[src/rtl/drs_pkg.sv]
// Shared types and constants of the disk request scheduler.
package drs_pkg;

   localparam int CYL_W         = 14;
   localparam int MOVE_W        = 32;
   localparam int DIST_W        = 16;
   localparam int MODE_W        = 2;
   localparam int SLOTS_REG_W   = 5;
   localparam int CSR_INDEX_W   = 2;
   localparam int CSR_DATA_W    = 14;
   localparam int DEFAULT_SLOTS = 16;

   localparam logic [CYL_W-1:0]       MAX_CYL_RESET   = CYL_W'(9999);
   localparam logic [SLOTS_REG_W-1:0] SLOTS_REG_RESET = SLOTS_REG_W'(16);

   localparam logic [MODE_W-1:0] MODE_FCFS  = 2'd0;
   localparam logic [MODE_W-1:0] MODE_SSTF  = 2'd1;
   localparam logic [MODE_W-1:0] MODE_CSCAN = 2'd2;

   localparam logic CMD_REQUEST = 1'b0;
   localparam logic CMD_DRAIN   = 1'b1;

   typedef enum logic [CSR_INDEX_W-1:0] {
      CSR_MODE      = 2'd0,
      CSR_START_POS = 2'd1,
      CSR_MAX_CYL   = 2'd2,
      CSR_SLOTS     = 2'd3
   } csr_index_type;

   typedef enum logic [2:0] {
      ST_IDLE,
      ST_REDUCE,
      ST_SCAN,
      ST_MOVE,
      ST_SUM
   } state_type;

   // Running best candidate handed from cell to cell.
   typedef struct packed {
      logic             found;
      logic             up;
      logic [CYL_W-1:0] key;
      logic [CYL_W-1:0] cyl;
      logic [1:0]       many;
   } drs_rec_type;

   // Slot write broadcast to the row.
   typedef struct packed {
      logic             en;
      logic             valid;
      logic [CYL_W-1:0] cyl;
   } drs_write_type;

   // Search policy broadcast to the row.
   typedef struct packed {
      logic             sstf;
      logic             cscan;
      logic [CYL_W-1:0] head;
   } drs_scan_type;

endpackage

[src/rtl/disk_request_scheduler_top.sv]
// Disk request scheduler: slot row, service sequencer and register file.
//
// A request that fills the buffer is stored in the next free slot and gives no
// response. A service (a request once the buffer is full, or a drain) walks
// the search record along the row of slot cells in use, one cell per cycle;
// then the move state settles the pick and the seek distance and the sum state
// adds it to the saturating total. If the slot count was lowered below the ring
// pointer, the pointer is first brought into range by repeated subtraction.
// busy is high during a service and start is taken only while it is low. The
// response is shown for exactly one cycle with rsp_valid; the receiver cannot
// stall it. Registers are written through the csr_ port while busy is low;
// writing start_position also moves the head. No clearing pass follows reset.
module disk_request_scheduler_top #(
   parameter int SLOTS = drs_pkg::DEFAULT_SLOTS
) (
   input  logic                                 clock,
   input  logic                                 reset,
   input  logic                                 start,
   output logic                                 busy,
   input  logic                                 req_command,
   input  logic [drs_pkg::CYL_W-1:0]            req_cylinder,
   output logic                                 rsp_valid,
   output logic [drs_pkg::CYL_W-1:0]            rsp_served_cylinder,
   output logic [drs_pkg::MOVE_W-1:0]           rsp_total_movement,
   output logic                                 rsp_wrapped,
   output logic                                 rsp_last,
   input  logic                                 csr_valid,
   output logic                                 csr_ready,
   input  logic [drs_pkg::CSR_INDEX_W-1:0]      csr_index,
   input  logic [drs_pkg::CSR_DATA_W-1:0]       csr_data
);
   import drs_pkg::*;

   localparam int IDX_W = (SLOTS > 1) ? $clog2(SLOTS) : 1;
   localparam int CNT_W = $clog2(SLOTS + 1);

   state_type              state_ff, state_in;
   logic [MODE_W-1:0]      mode_ff, mode_in;
   logic [CYL_W-1:0]       max_ff, max_in;
   logic [SLOTS_REG_W-1:0] slots_ff, slots_in;
   logic [CYL_W-1:0]       head_ff, head_in;
   logic [CNT_W-1:0]       fill_ff, fill_in;
   logic [IDX_W-1:0]       ptr_ff, ptr_in;
   logic [IDX_W-1:0]       ptr_work_ff, ptr_work_in;
   logic [CNT_W-1:0]       scan_cnt_ff, scan_cnt_in;
   logic [MOVE_W-1:0]      mov_ff, mov_in;
   logic                   rsp_valid_ff, rsp_valid_in;
   logic                   cmd_ff, cmd_in;
   logic [CYL_W-1:0]       cyl_ff, cyl_in;
   drs_rec_type            pick_ff, pick_in;
   logic [IDX_W-1:0]       pick_idx_ff, pick_idx_in;
   logic [DIST_W-1:0]      dist_ff, dist_in;
   logic                   wrapped_ff, wrapped_in;
   logic                   last_ff, last_in;

   logic [CNT_W-1:0]       n_act;
   logic                   fcfs;
   logic                   wrap;
   logic [CYL_W-1:0]       up_term;
   logic [MOVE_W:0]        sum_wide;
   drs_write_type          wr;
   logic [IDX_W-1:0]       wr_index;
   drs_scan_type           scan;
   drs_rec_type            rec_link [SLOTS+1];
   logic [IDX_W-1:0]       idx_link [SLOTS+1];

   // Slot count in use, clamped to 1..SLOTS.
   always_comb begin
      if (slots_ff == '0) begin
         n_act = CNT_W'(1);
      end else if (32'(slots_ff) > SLOTS) begin
         n_act = CNT_W'(SLOTS);
      end else begin
         n_act = CNT_W'(slots_ff);
      end
   end

   assign fcfs       = (mode_ff != MODE_SSTF) && (mode_ff != MODE_CSCAN);
   assign scan.sstf  = (mode_ff == MODE_SSTF);
   assign scan.cscan = (mode_ff == MODE_CSCAN);
   assign scan.head  = head_ff;

   assign rec_link[0] = '0;
   assign idx_link[0] = '0;

   for (genvar g = 0; g < SLOTS; g++) begin : g_cell
      drs_cell #(
         .SLOTS      (SLOTS),
         .CELL_INDEX (g)
      ) u_cell (
         .clock    (clock),
         .reset    (reset),
         .wr       (wr),
         .wr_index (wr_index),
         .scan     (scan),
         .ptr      (ptr_work_ff),
         .rec_in   (rec_link[g]),
         .idx_in   (idx_link[g]),
         .rec_out  (rec_link[g+1]),
         .idx_out  (idx_link[g+1])
      );
   end

   assign busy      = (state_ff != ST_IDLE);
   assign csr_ready = !busy;

   always_comb begin
      state_in     = state_ff;
      mode_in      = mode_ff;
      max_in       = max_ff;
      slots_in     = slots_ff;
      head_in      = head_ff;
      fill_in      = fill_ff;
      ptr_in       = ptr_ff;
      ptr_work_in  = ptr_work_ff;
      scan_cnt_in  = scan_cnt_ff;
      mov_in       = mov_ff;
      rsp_valid_in = 1'b0;
      cmd_in       = cmd_ff;
      cyl_in       = cyl_ff;
      pick_in      = pick_ff;
      pick_idx_in  = pick_idx_ff;
      dist_in      = dist_ff;
      wrapped_in   = wrapped_ff;
      last_in      = last_ff;
      wr           = '0;
      wr_index     = '0;

      wrap     = scan.cscan && !pick_ff.up;
      up_term  = (max_ff >= head_ff) ? (max_ff - head_ff) : '0;
      sum_wide = {1'b0, mov_ff} + (MOVE_W+1)'(dist_ff);

      unique case (state_ff)
         ST_IDLE: begin
            if (start) begin
               cmd_in = req_command;
               cyl_in = req_cylinder;
               if ((fill_ff < n_act) && (req_command == CMD_REQUEST)) begin
                  wr.en    = 1'b1;
                  wr.valid = 1'b1;
                  wr.cyl   = req_cylinder;
                  wr_index = fill_ff[IDX_W-1:0];
                  fill_in  = fill_ff + CNT_W'(1);
               end else begin
                  // a drain ends the fill phase
                  if (fill_ff < n_act) begin
                     fill_in = n_act;
                  end
                  ptr_work_in = ptr_ff;
                  state_in    = ST_REDUCE;
               end
            end
         end
         ST_REDUCE: begin
            if (CNT_W'(ptr_work_ff) >= n_act) begin
               ptr_work_in = ptr_work_ff - IDX_W'(n_act);
            end else begin
               scan_cnt_in = '0;
               state_in    = ST_SCAN;
            end
         end
         ST_SCAN: begin
            scan_cnt_in = scan_cnt_ff + CNT_W'(1);
            // the record has passed every slot in use
            if (CNT_W'(scan_cnt_ff + CNT_W'(1)) == n_act) begin
               pick_in     = rec_link[n_act];
               pick_idx_in = idx_link[n_act];
               state_in    = ST_MOVE;
            end
         end
         ST_MOVE: begin
            if (!pick_ff.found) begin
               if (cmd_ff == CMD_REQUEST) begin
                  wr.en    = 1'b1;
                  wr.valid = 1'b1;
                  wr.cyl   = cyl_ff;
                  wr_index = '0;
               end
               state_in = ST_IDLE;
            end else begin
               wr.en    = 1'b1;
               wr.valid = (cmd_ff == CMD_REQUEST);
               wr.cyl   = cyl_ff;
               wr_index = pick_idx_ff;
               if (fcfs) begin
                  ptr_in = (CNT_W'(pick_idx_ff) + CNT_W'(1) == n_act) ? '0 :
                           IDX_W'(pick_idx_ff + IDX_W'(1));
               end
               if (wrap) begin
                  dist_in = DIST_W'(up_term) + DIST_W'(max_ff) + DIST_W'(pick_ff.cyl);
               end else if (pick_ff.cyl >= head_ff) begin
                  dist_in = DIST_W'(pick_ff.cyl - head_ff);
               end else begin
                  dist_in = DIST_W'(head_ff - pick_ff.cyl);
               end
               head_in    = pick_ff.cyl;
               wrapped_in = wrap;
               last_in    = (cmd_ff == CMD_DRAIN) && (pick_ff.many == 2'd1);
               state_in   = ST_SUM;
            end
         end
         ST_SUM: begin
            mov_in       = sum_wide[MOVE_W] ? '1 : sum_wide[MOVE_W-1:0];
            rsp_valid_in = 1'b1;
            state_in     = ST_IDLE;
         end
         default: begin
            state_in = ST_IDLE;
         end
      endcase

      if (csr_valid && csr_ready) begin
         unique case (csr_index_type'(csr_index))
            CSR_MODE:      mode_in  = csr_data[MODE_W-1:0];
            CSR_START_POS: head_in  = csr_data[CYL_W-1:0];
            CSR_MAX_CYL:   max_in   = csr_data[CYL_W-1:0];
            CSR_SLOTS:     slots_in = csr_data[SLOTS_REG_W-1:0];
            default:       mode_in  = mode_ff;
         endcase
      end
   end

   always_ff @(posedge clock) begin
      if (reset) begin
         state_ff     <= ST_IDLE;
         mode_ff      <= MODE_FCFS;
         max_ff       <= MAX_CYL_RESET;
         slots_ff     <= SLOTS_REG_RESET;
         head_ff      <= '0;
         fill_ff      <= '0;
         ptr_ff       <= '0;
         mov_ff       <= '0;
         rsp_valid_ff <= 1'b0;
      end else begin
         state_ff     <= state_in;
         mode_ff      <= mode_in;
         max_ff       <= max_in;
         slots_ff     <= slots_in;
         head_ff      <= head_in;
         fill_ff      <= fill_in;
         ptr_ff       <= ptr_in;
         mov_ff       <= mov_in;
         rsp_valid_ff <= rsp_valid_in;
      end
   end

   always_ff @(posedge clock) begin
      ptr_work_ff <= ptr_work_in;
      scan_cnt_ff <= scan_cnt_in;
      cmd_ff      <= cmd_in;
      cyl_ff      <= cyl_in;
      pick_ff     <= pick_in;
      pick_idx_ff <= pick_idx_in;
      dist_ff     <= dist_in;
      wrapped_ff  <= wrapped_in;
      last_ff     <= last_in;
   end

   assign rsp_valid           = rsp_valid_ff;
   assign rsp_served_cylinder = pick_ff.cyl;
   assign rsp_total_movement  = mov_ff;
   assign rsp_wrapped         = wrapped_ff;
   assign rsp_last            = last_ff;

`ifndef SYNTHESIS
   a_rsp_after_sum: assert property (@(posedge clock) disable iff (reset)
      rsp_valid_ff |-> $past(state_ff == ST_SUM))
      else $error("response without a completed service");

   a_rsp_single: assert property (@(posedge clock) disable iff (reset)
      rsp_valid_ff |=> !rsp_valid_ff)
      else $error("response strobe longer than one cycle");

   a_wrap_cscan: assert property (@(posedge clock) disable iff (reset)
      (rsp_valid_ff && rsp_wrapped) |-> (mode_ff == MODE_CSCAN))
      else $error("wrap reported outside circular scan");

   a_last_drain: assert property (@(posedge clock) disable iff (reset)
      (rsp_valid_ff && rsp_last) |-> (cmd_ff == CMD_DRAIN))
      else $error("buffer emptied by a new request");

   a_scan_bound: assert property (@(posedge clock) disable iff (reset)
      (state_ff == ST_SCAN) |-> (scan_cnt_ff < n_act))
      else $error("scan ran past the slots in use");
`endif

endmodule

[src/rtl/drs_cell.sv]
// One buffer slot with its stage of the best-candidate search.
module drs_cell #(
   parameter int SLOTS      = drs_pkg::DEFAULT_SLOTS,
   parameter int CELL_INDEX = 0,
   localparam int IDX_W     = (SLOTS > 1) ? $clog2(SLOTS) : 1
) (
   input  logic                  clock,
   input  logic                  reset,
   input  drs_pkg::drs_write_type wr,
   input  logic [IDX_W-1:0]      wr_index,
   input  drs_pkg::drs_scan_type scan,
   input  logic [IDX_W-1:0]      ptr,
   input  drs_pkg::drs_rec_type  rec_in,
   input  logic [IDX_W-1:0]      idx_in,
   output drs_pkg::drs_rec_type  rec_out,
   output logic [IDX_W-1:0]      idx_out
);
   import drs_pkg::*;

   localparam logic [IDX_W-1:0] OWN = IDX_W'(CELL_INDEX);

   logic [CYL_W-1:0] cyl_ff;
   logic             valid_ff;
   drs_rec_type      rec_ff;
   drs_rec_type      rec_in_nx;
   logic [IDX_W-1:0] idx_ff;
   logic [IDX_W-1:0] idx_in_nx;

   logic             cand_up;
   logic [CYL_W-1:0] cand_key;
   logic             above;
   logic             take;

   always_comb begin
      above = (cyl_ff >= scan.head);
      if (scan.sstf) begin
         cand_up  = 1'b1;
         cand_key = above ? (cyl_ff - scan.head) : (scan.head - cyl_ff);
      end else if (scan.cscan) begin
         cand_up  = above;
         cand_key = above ? (cyl_ff - scan.head) : cyl_ff;
      end else begin
         // ring order: slots at or past the pointer first, lowest index within a class
         cand_up  = (OWN >= ptr);
         cand_key = '0;
      end
      take = valid_ff && (!rec_in.found || (cand_up && !rec_in.up) ||
                          ((cand_up == rec_in.up) && (cand_key < rec_in.key)));

      rec_in_nx = rec_in;
      idx_in_nx = idx_in;
      if (take) begin
         rec_in_nx.found = 1'b1;
         rec_in_nx.up    = cand_up;
         rec_in_nx.key   = cand_key;
         rec_in_nx.cyl   = cyl_ff;
         idx_in_nx       = OWN;
      end
      // saturating count of valid slots seen so far
      if (valid_ff && (rec_in.many != 2'd2)) begin
         rec_in_nx.many = rec_in.many + 2'd1;
      end
   end

   always_ff @(posedge clock) begin
      if (reset) begin
         valid_ff <= 1'b0;
      end else if (wr.en && (wr_index == OWN)) begin
         valid_ff <= wr.valid;
      end
   end

   always_ff @(posedge clock) begin
      if (wr.en && (wr_index == OWN)) begin
         cyl_ff <= wr.cyl;
      end
      rec_ff <= rec_in_nx;
      idx_ff <= idx_in_nx;
   end

   assign rec_out = rec_ff;
   assign idx_out = idx_ff;

endmodule

[config.mk]
export PLATFORM = sky130hd
export DESIGN_NAME = disk_request_scheduler_top
export DESIGN_NICKNAME = d
export VERILOG_FILES = /design/src/rtl/drs_pkg.sv /design/src/rtl/disk_request_scheduler_top.sv /design/src/rtl/drs_cell.sv
export SDC_FILE = /design/constraint.sdc
export NUM_CORES = 2
export LEC_CHECK = 0
export BUFFER_PORTS_ARGS = -buffer_cell sky130_fd_sc_hd__buf_2
export CAP_MARGIN = 10
export CORE_MARGIN = 5
export CORE_UTILIZATION = 50
export CTS_CLUSTER_SIZE = 12
export DETAILED_ROUTE_END_ITERATION = 8
export MAX_ROUTING_LAYER = met4
export PLACE_DENSITY = 0.68
export SYNTH_ARGS = -nofsm -noshare
export SYNTH_HDL_FRONTEND = slang
export SYNTH_HIERARCHICAL = 1
export SYNTH_SLANG_ARGS = --single-unit
[constraint.sdc]
create_clock -name clock -period 6.09 [get_ports clock]
set_input_delay 1.218 -clock clock [delete_from_list [all_inputs] [get_ports clock]]
set_output_delay 1.218 -clock clock [all_outputs]
set_load 0.02 [all_outputs]
# Yosys cells after proc, flatten, opt, wreduce, memory -nomap -nowiden
# Index checks and enable logic that the tools add are counted.
[totals] in_bits=35 memories=0 latch_bits=0 register_bits=944 out_inout_bits=51 word_cells=658 romBits=0 mem_bits_rw=0
[classes] mux=170 addsub=58 n_lt_le_gt_ge=53 reduce_logical=162 shifts=0 n_bitwise=3 eq_ne=64 div_mod_pow=0 multipliers=0
[ops] cell="$mux W14" n=69
[ops] cell="$sub A14 B14 Y14" n=33
[ops] cell="$mux W29" n=15
[ops] cell="$ge A14 B14 Y1" n=18
[ops] cell="$lt A14 B14 Y1" n=15
[ops] cell="$bmux W32 S5" n=1
[ops] cell="$mux W16" n=6
[ops] cell="$mux W32" n=3
[ops] cell="$logic_and A1 B1 Y1" n=81
[ops] cell="$ne A2 B2 Y1 const B" n=20
[ops] cell="$mux W4" n=9
[ops] cell="$mux W1" n=35
[ops] cell="$add A32 B16 Y33" n=1
[ops] cell="$eq A4 B4 Y1 const B" n=8
[ops] cell="$ge A4 B4 Y1 const A" n=8
[ops] cell="$logic_not A1 Y1" n=32
[ops] cell="$pmux W16 S2" n=1
[ops] cell="$logic_or A1 B1 Y1" n=30
[ops] cell="$mux W2" n=15
[ops] cell="$mux W30" n=1
[ops] cell="$sub A14 B14 Y15" n=2
[ops] cell="$add A2 B1 Y2 const B" n=14
[ops] cell="$mux W5" n=5
[ops] cell="$bmux W4 S5" n=1
[ops] cell="41 further kinds" n=87

# Depth between registers and ports, before layout
[logic_depth] ltp_word=10 ltp_mapped=24 depth_no_buf=24

# Hierarchy
# The synthesis kept the hierarchy.
[by_module_without_submodules] mod="disk_request_scheduler_top" cells_each=1381 n_inst=1 seq_area_each_um2=3523.4 area_per_inst_um2=13022.5
[by_module_without_submodules] mod="drs_cell (g_cell[5].u_cell)" cells_each=434 n_inst=1 seq_area_each_um2=1161.1 area_per_inst_um2=3971.3
[by_module_without_submodules] mod="drs_cell (g_cell[2].u_cell)" cells_each=424 n_inst=1 seq_area_each_um2=1161.1 area_per_inst_um2=3936.3
[by_module_without_submodules] mod="drs_cell (g_cell[0].u_cell)" cells_each=400 n_inst=1 seq_area_each_um2=1161.1 area_per_inst_um2=3906.2
[by_module_without_submodules] mod="drs_cell (g_cell[14].u_cell)" cells_each=400 n_inst=1 seq_area_each_um2=1161.1 area_per_inst_um2=3893.7
[by_module_without_submodules] mod="drs_cell (g_cell[3].u_cell)" cells_each=430 n_inst=1 seq_area_each_um2=1161.1 area_per_inst_um2=3891.2
[by_module_without_submodules] mod="drs_cell (g_cell[9].u_cell)" cells_each=414 n_inst=1 seq_area_each_um2=1161.1 area_per_inst_um2=3871.2
[by_module_without_submodules] mod="drs_cell (g_cell[13].u_cell)" cells_each=441 n_inst=1 seq_area_each_um2=1161.1 area_per_inst_um2=3849.9
[by_module_without_submodules] mod="drs_cell (g_cell[4].u_cell)" cells_each=397 n_inst=1 seq_area_each_um2=1161.1 area_per_inst_um2=3843.7
[by_module_without_submodules] mod="drs_cell (g_cell[15].u_cell)" cells_each=431 n_inst=1 seq_area_each_um2=1161.1 area_per_inst_um2=3824.9
[by_module_without_submodules] mod="drs_cell (g_cell[7].u_cell)" cells_each=405 n_inst=1 seq_area_each_um2=1161.1 area_per_inst_um2=3824.9
[by_module_without_submodules] mod="drs_cell (g_cell[8].u_cell)" cells_each=434 n_inst=1 seq_area_each_um2=1161.1 area_per_inst_um2=3817.4
[by_module_without_submodules] mod="drs_cell (g_cell[6].u_cell)" cells_each=406 n_inst=1 seq_area_each_um2=1161.1 area_per_inst_um2=3813.7
[by_module_without_submodules] mod="drs_cell (g_cell[10].u_cell)" cells_each=401 n_inst=1 seq_area_each_um2=1161.1 area_per_inst_um2=3811.2
[by_module_without_submodules] mod="3 more rows"

# Worst setup path after synthesis
# OpenSTA, ideal clock, no wires.
[synth_timing] path_kind="register to register" from="register head_ff[1]" to="register g_cell[1].u_cell.rec_ff (netlist bit g_cell[1].u_cell/rec_out[10])" stages_incl_launch_ff=19 slack_ns=-0.018 required_time_ns=5.969 path_buffers=2 setup_time_ns=0.121 arrival_time_ns=5.987 synth_period_minus_slack_ns=6.108 cell_sequence="dfxtp_1 > inv_1 > fa_1 > a21o_1 > o2111a_1 > o31ai_1 > nand2_1 > clkbuf_1 > a221o_1 > a22oi_1 > ha_1 > a21o_1 > a21o_1 > a21oi_1 > a2111oi_0 > a211o_1 > a31oi_4 > buf_6 > mux2_4"
[synth_lines] item="start, declared" line="disk_request_scheduler_top.sv:41" source="logic [CYL_W-1:0] head_ff, head_in;"
[synth_lines] item="start signal, assigned" line="disk_request_scheduler_top.sv:239" source="head_ff <= head_in;"
[synth_lines] item="end signal, assigned" line="drs_cell.sv:77" source="rec_ff <= rec_in_nx;"
[synth_lines] item="end, declared" line="drs_cell.sv:24" source="drs_rec_type rec_ff;"

==> impl_metrics.yaml <==
place:
  place_congestion: 0.988
  dp_hpwl_mm: 205
  io_buffers: 85
  dp_cells: 9862
setup_path:
  r2r-start: "head_ff[0]"
  critPathKind: "reg -> reg"
  slowest_delay_ns: 0.68
  cp.arrival_ns: 6.42
  setup.worst_path.end: "g_cell[1].u_cell/rec_out[2]"
  critPathMaxFanout: 19
  critPathLaunch: "head_ff[0]"
  end_kind: "flop"
  r2r_setup_slack_ns: 0.27
  path_cells: "buf_12 > ha_1 > inv_1 > fa_1 > a21o_1 > o2111a_1 > o31ai_1 > nand2_1 > buf_4 > a221o_1 > a22oi_1 > ha_1 > a21o_1 > a211o_1 > a211o_1 > a31oi_4 > buf_4 > mux2_2"
  crit_buf_inv: 4
  critPathSlowestCell: "dfxtp_4"
  cp-start-kind: "flop"
  worst-endpoint-required_ns: 6.69
  ff2ff_path_depth: 18
  crit_family: "compound AO/OA/AOI/OAI gates"
  crit_cells: 18
  reg2reg_to: "g_cell[1].u_cell/rec_out[2]"
global_routing:
  grt_pass1_wl_mm: 395
  grt_max_degree: 94
  grt_pass1_vias: 60800
  grt-ovfl-total: 0
  grt_usage: 0.340
  antenna_found_initial: 12
pwr:
  p_leak_nw: 34.8
  fin_total_pwr_mw: 17.9
  power.density_nw_per_um2: 223
  ir_worst_vdd_v: 0.000242
timing:
  skew_ns: 0.0495
  tightest_slew_ns: 1.48
  drv_slew: 0
  rsz0062_at_grt: "no"
  tns_ns: 0
  fin_crit_sh: 0.956
  finalHoldViolations: 0
  finalCriticalPeriod_ns: 5.82
  finalSetupViolCount: 0
  slew_headroom: 0.0105
  max_freq_mhz: 172
layout:
  syn2layout_area_growth_pct: 8.41
  fillerInstances: 13200
  drive_above_1_share: 0.147
  layout.nets: 8884
  final_cells: 10100
clocking:
  cts.sinks: 946
  root_buffer: "clkbuf_16"
  worstSkewPairLatency_ns: 0.75
  cts_tree: "yes"
  cts_buffers: 103
  clk_pin_slew_ns: 0.06
  cts_buffer_depth: 3
  htree_levels: 3
run_status:
  status: "completed"
routing:
  vias: 64600
  drt_wl_total_mm: 269
  wire_per_inst_um: 26.7
  drtIter0Drc: 7370
  viasPerCell: 6.42
  drt-pass1-iter-count: 8
  antenna_left: 0
  drcViolationCount: 0
synthesis:
  synthCells: 7972
  syn_area_um2: 74000
  avgSynthCellArea_um2: 9.28
  ys_warn_count: 6
min_path:
  hold_class: "reg -> reg"
die:
  rows: 141
  die_area_um2: 156000
  dieHeight_um: 395
  core-area_um2: 147000
  start_util: 0.502
  ioPinCount: 86
  die_width_um: 395
run:
  maxCapViolCount: 0
how the worst min path moves through the flow:
stage,slack (ns),cells after the start,startpoint,end
after floorplan,0.41,1,g_cell[14].u_cell/idx_out[0],g_cell[15].u_cell/idx_out[0]
after global placement,0.41,1,g_cell[13].u_cell/idx_out[1],g_cell[14].u_cell/idx_out[1]
after detailed placement,0.42,1,g_cell[14].u_cell/idx_out[1],g_cell[15].u_cell/idx_out[1]
after CTS,0.43,1,g_cell[5].u_cell/idx_out[1],g_cell[6].u_cell/idx_out[1]
after global routing,0.45,1,g_cell[8].u_cell/idx_out[3],g_cell[9].u_cell/idx_out[3]
final,0.44,1,g_cell[8].u_cell/idx_out[3],g_cell[9].u_cell/idx_out[3]
state kept, by name (all words and copies together), names as in the netlist, 2 cells and up:
signal and cells:
fill_ff 5, max_ff 14, dist_ff 16, rsp_total_movement 32
g_cell.u_cell/valid_ff 16, state_ff 3, rsp_served_cylinder 14, cyl_ff 14
ptr_ff 4, g_cell.u_cell/idx_out 64, pick_ff 4, g_cell.u_cell/rec_out 498
scan_cnt_ff 5, slots_ff 5, head_ff 14, g_cell.u_cell/cyl_ff 224
mode_ff 2, ptr_work_ff 4, pick_idx_ff 4
cell type report:
class	count	area (µm²)	area share
Clock inverter	36	415	0.00518
Inverter	918	3450	0.0430
Tap cell	1930	2410	0.0301
Antenna cell	9	22.5	0.000281
Clock buffer	155	2900	0.0362
Sequential cell	946	21800	0.272
Multi-Input combinational cell	5757	46700	0.582
Timing Repair Buffer	315	2440	0.0305
where the power goes:
part | switching (mW) | internal (mW)
logic | 2.59 | 1.77
registers | 0.432 | 6.90
clock network | 2.80 | 3.39
metal layers:
layer | vias up | wire (µm) | GRT usage
li1 | 29300 | - | -
met1 | 31500 | 112000 | 0.447
met2 | 3281 | 120000 | 0.522
met3 | 584 | 24100 | 0.0551
met4 | 0 | 13700 | 0.144
met5 | - | 0 | -
metrics by stage:
| stage | utilization | area, µm² | hold WS [ns] | setup WS [ns] |
|---|---|---|---|---|
| 2_1_floorplan | - | 74200 | 0.405 | 0.666 |
| 3_3_place_gp | 0.521 | 76800 | 0.410 | 0.188 |
| 3_5_place_dp | 0.521 | 76800 | 0.423 | 0.151 |
| 4_1_cts | 0.544 | 80100 | 0.429 | 0.111 |
| 5_1_grt | 0.544 | 80200 | 0.449 | 0.0178 |
| 6_report | 0.544 | 80200 | 0.435 | 0.269 |
what timing repair did:
| action | CTS | global route |
|---|---|---|
| hold buffers | 0 | 0 |
| setup buffers | 0 | 4 |
| gates resized for setup | 0 | 1 |
| endpoints found under the setup margin | 0 | 214 |
layout by cell type, fill, tap and decap left out, types with 69 or more instances in the layout:
master	n
inv_1	908
ha_1	754
dfxtp_1	643
a21oi_1	540
o21ai_0	431
nor2_1	406
nand2_1	398
edfxtp_1	288
mux2_4	239
a21o_1	216
buf_4	208
nand3_1	154
nor3_1	111
nand2b_1	109
xnor2_1	109
clkbuf_16	104
mux2_2	103
a221o_1	101
o221ai_1	94
o21ai_1	91
mux2_1	91
mux4_2	88
nand4_1	86
buf_2	84
a211oi_1	83
nor2b_1	78
or2_2	69
(Power assumes the default switching activity.)
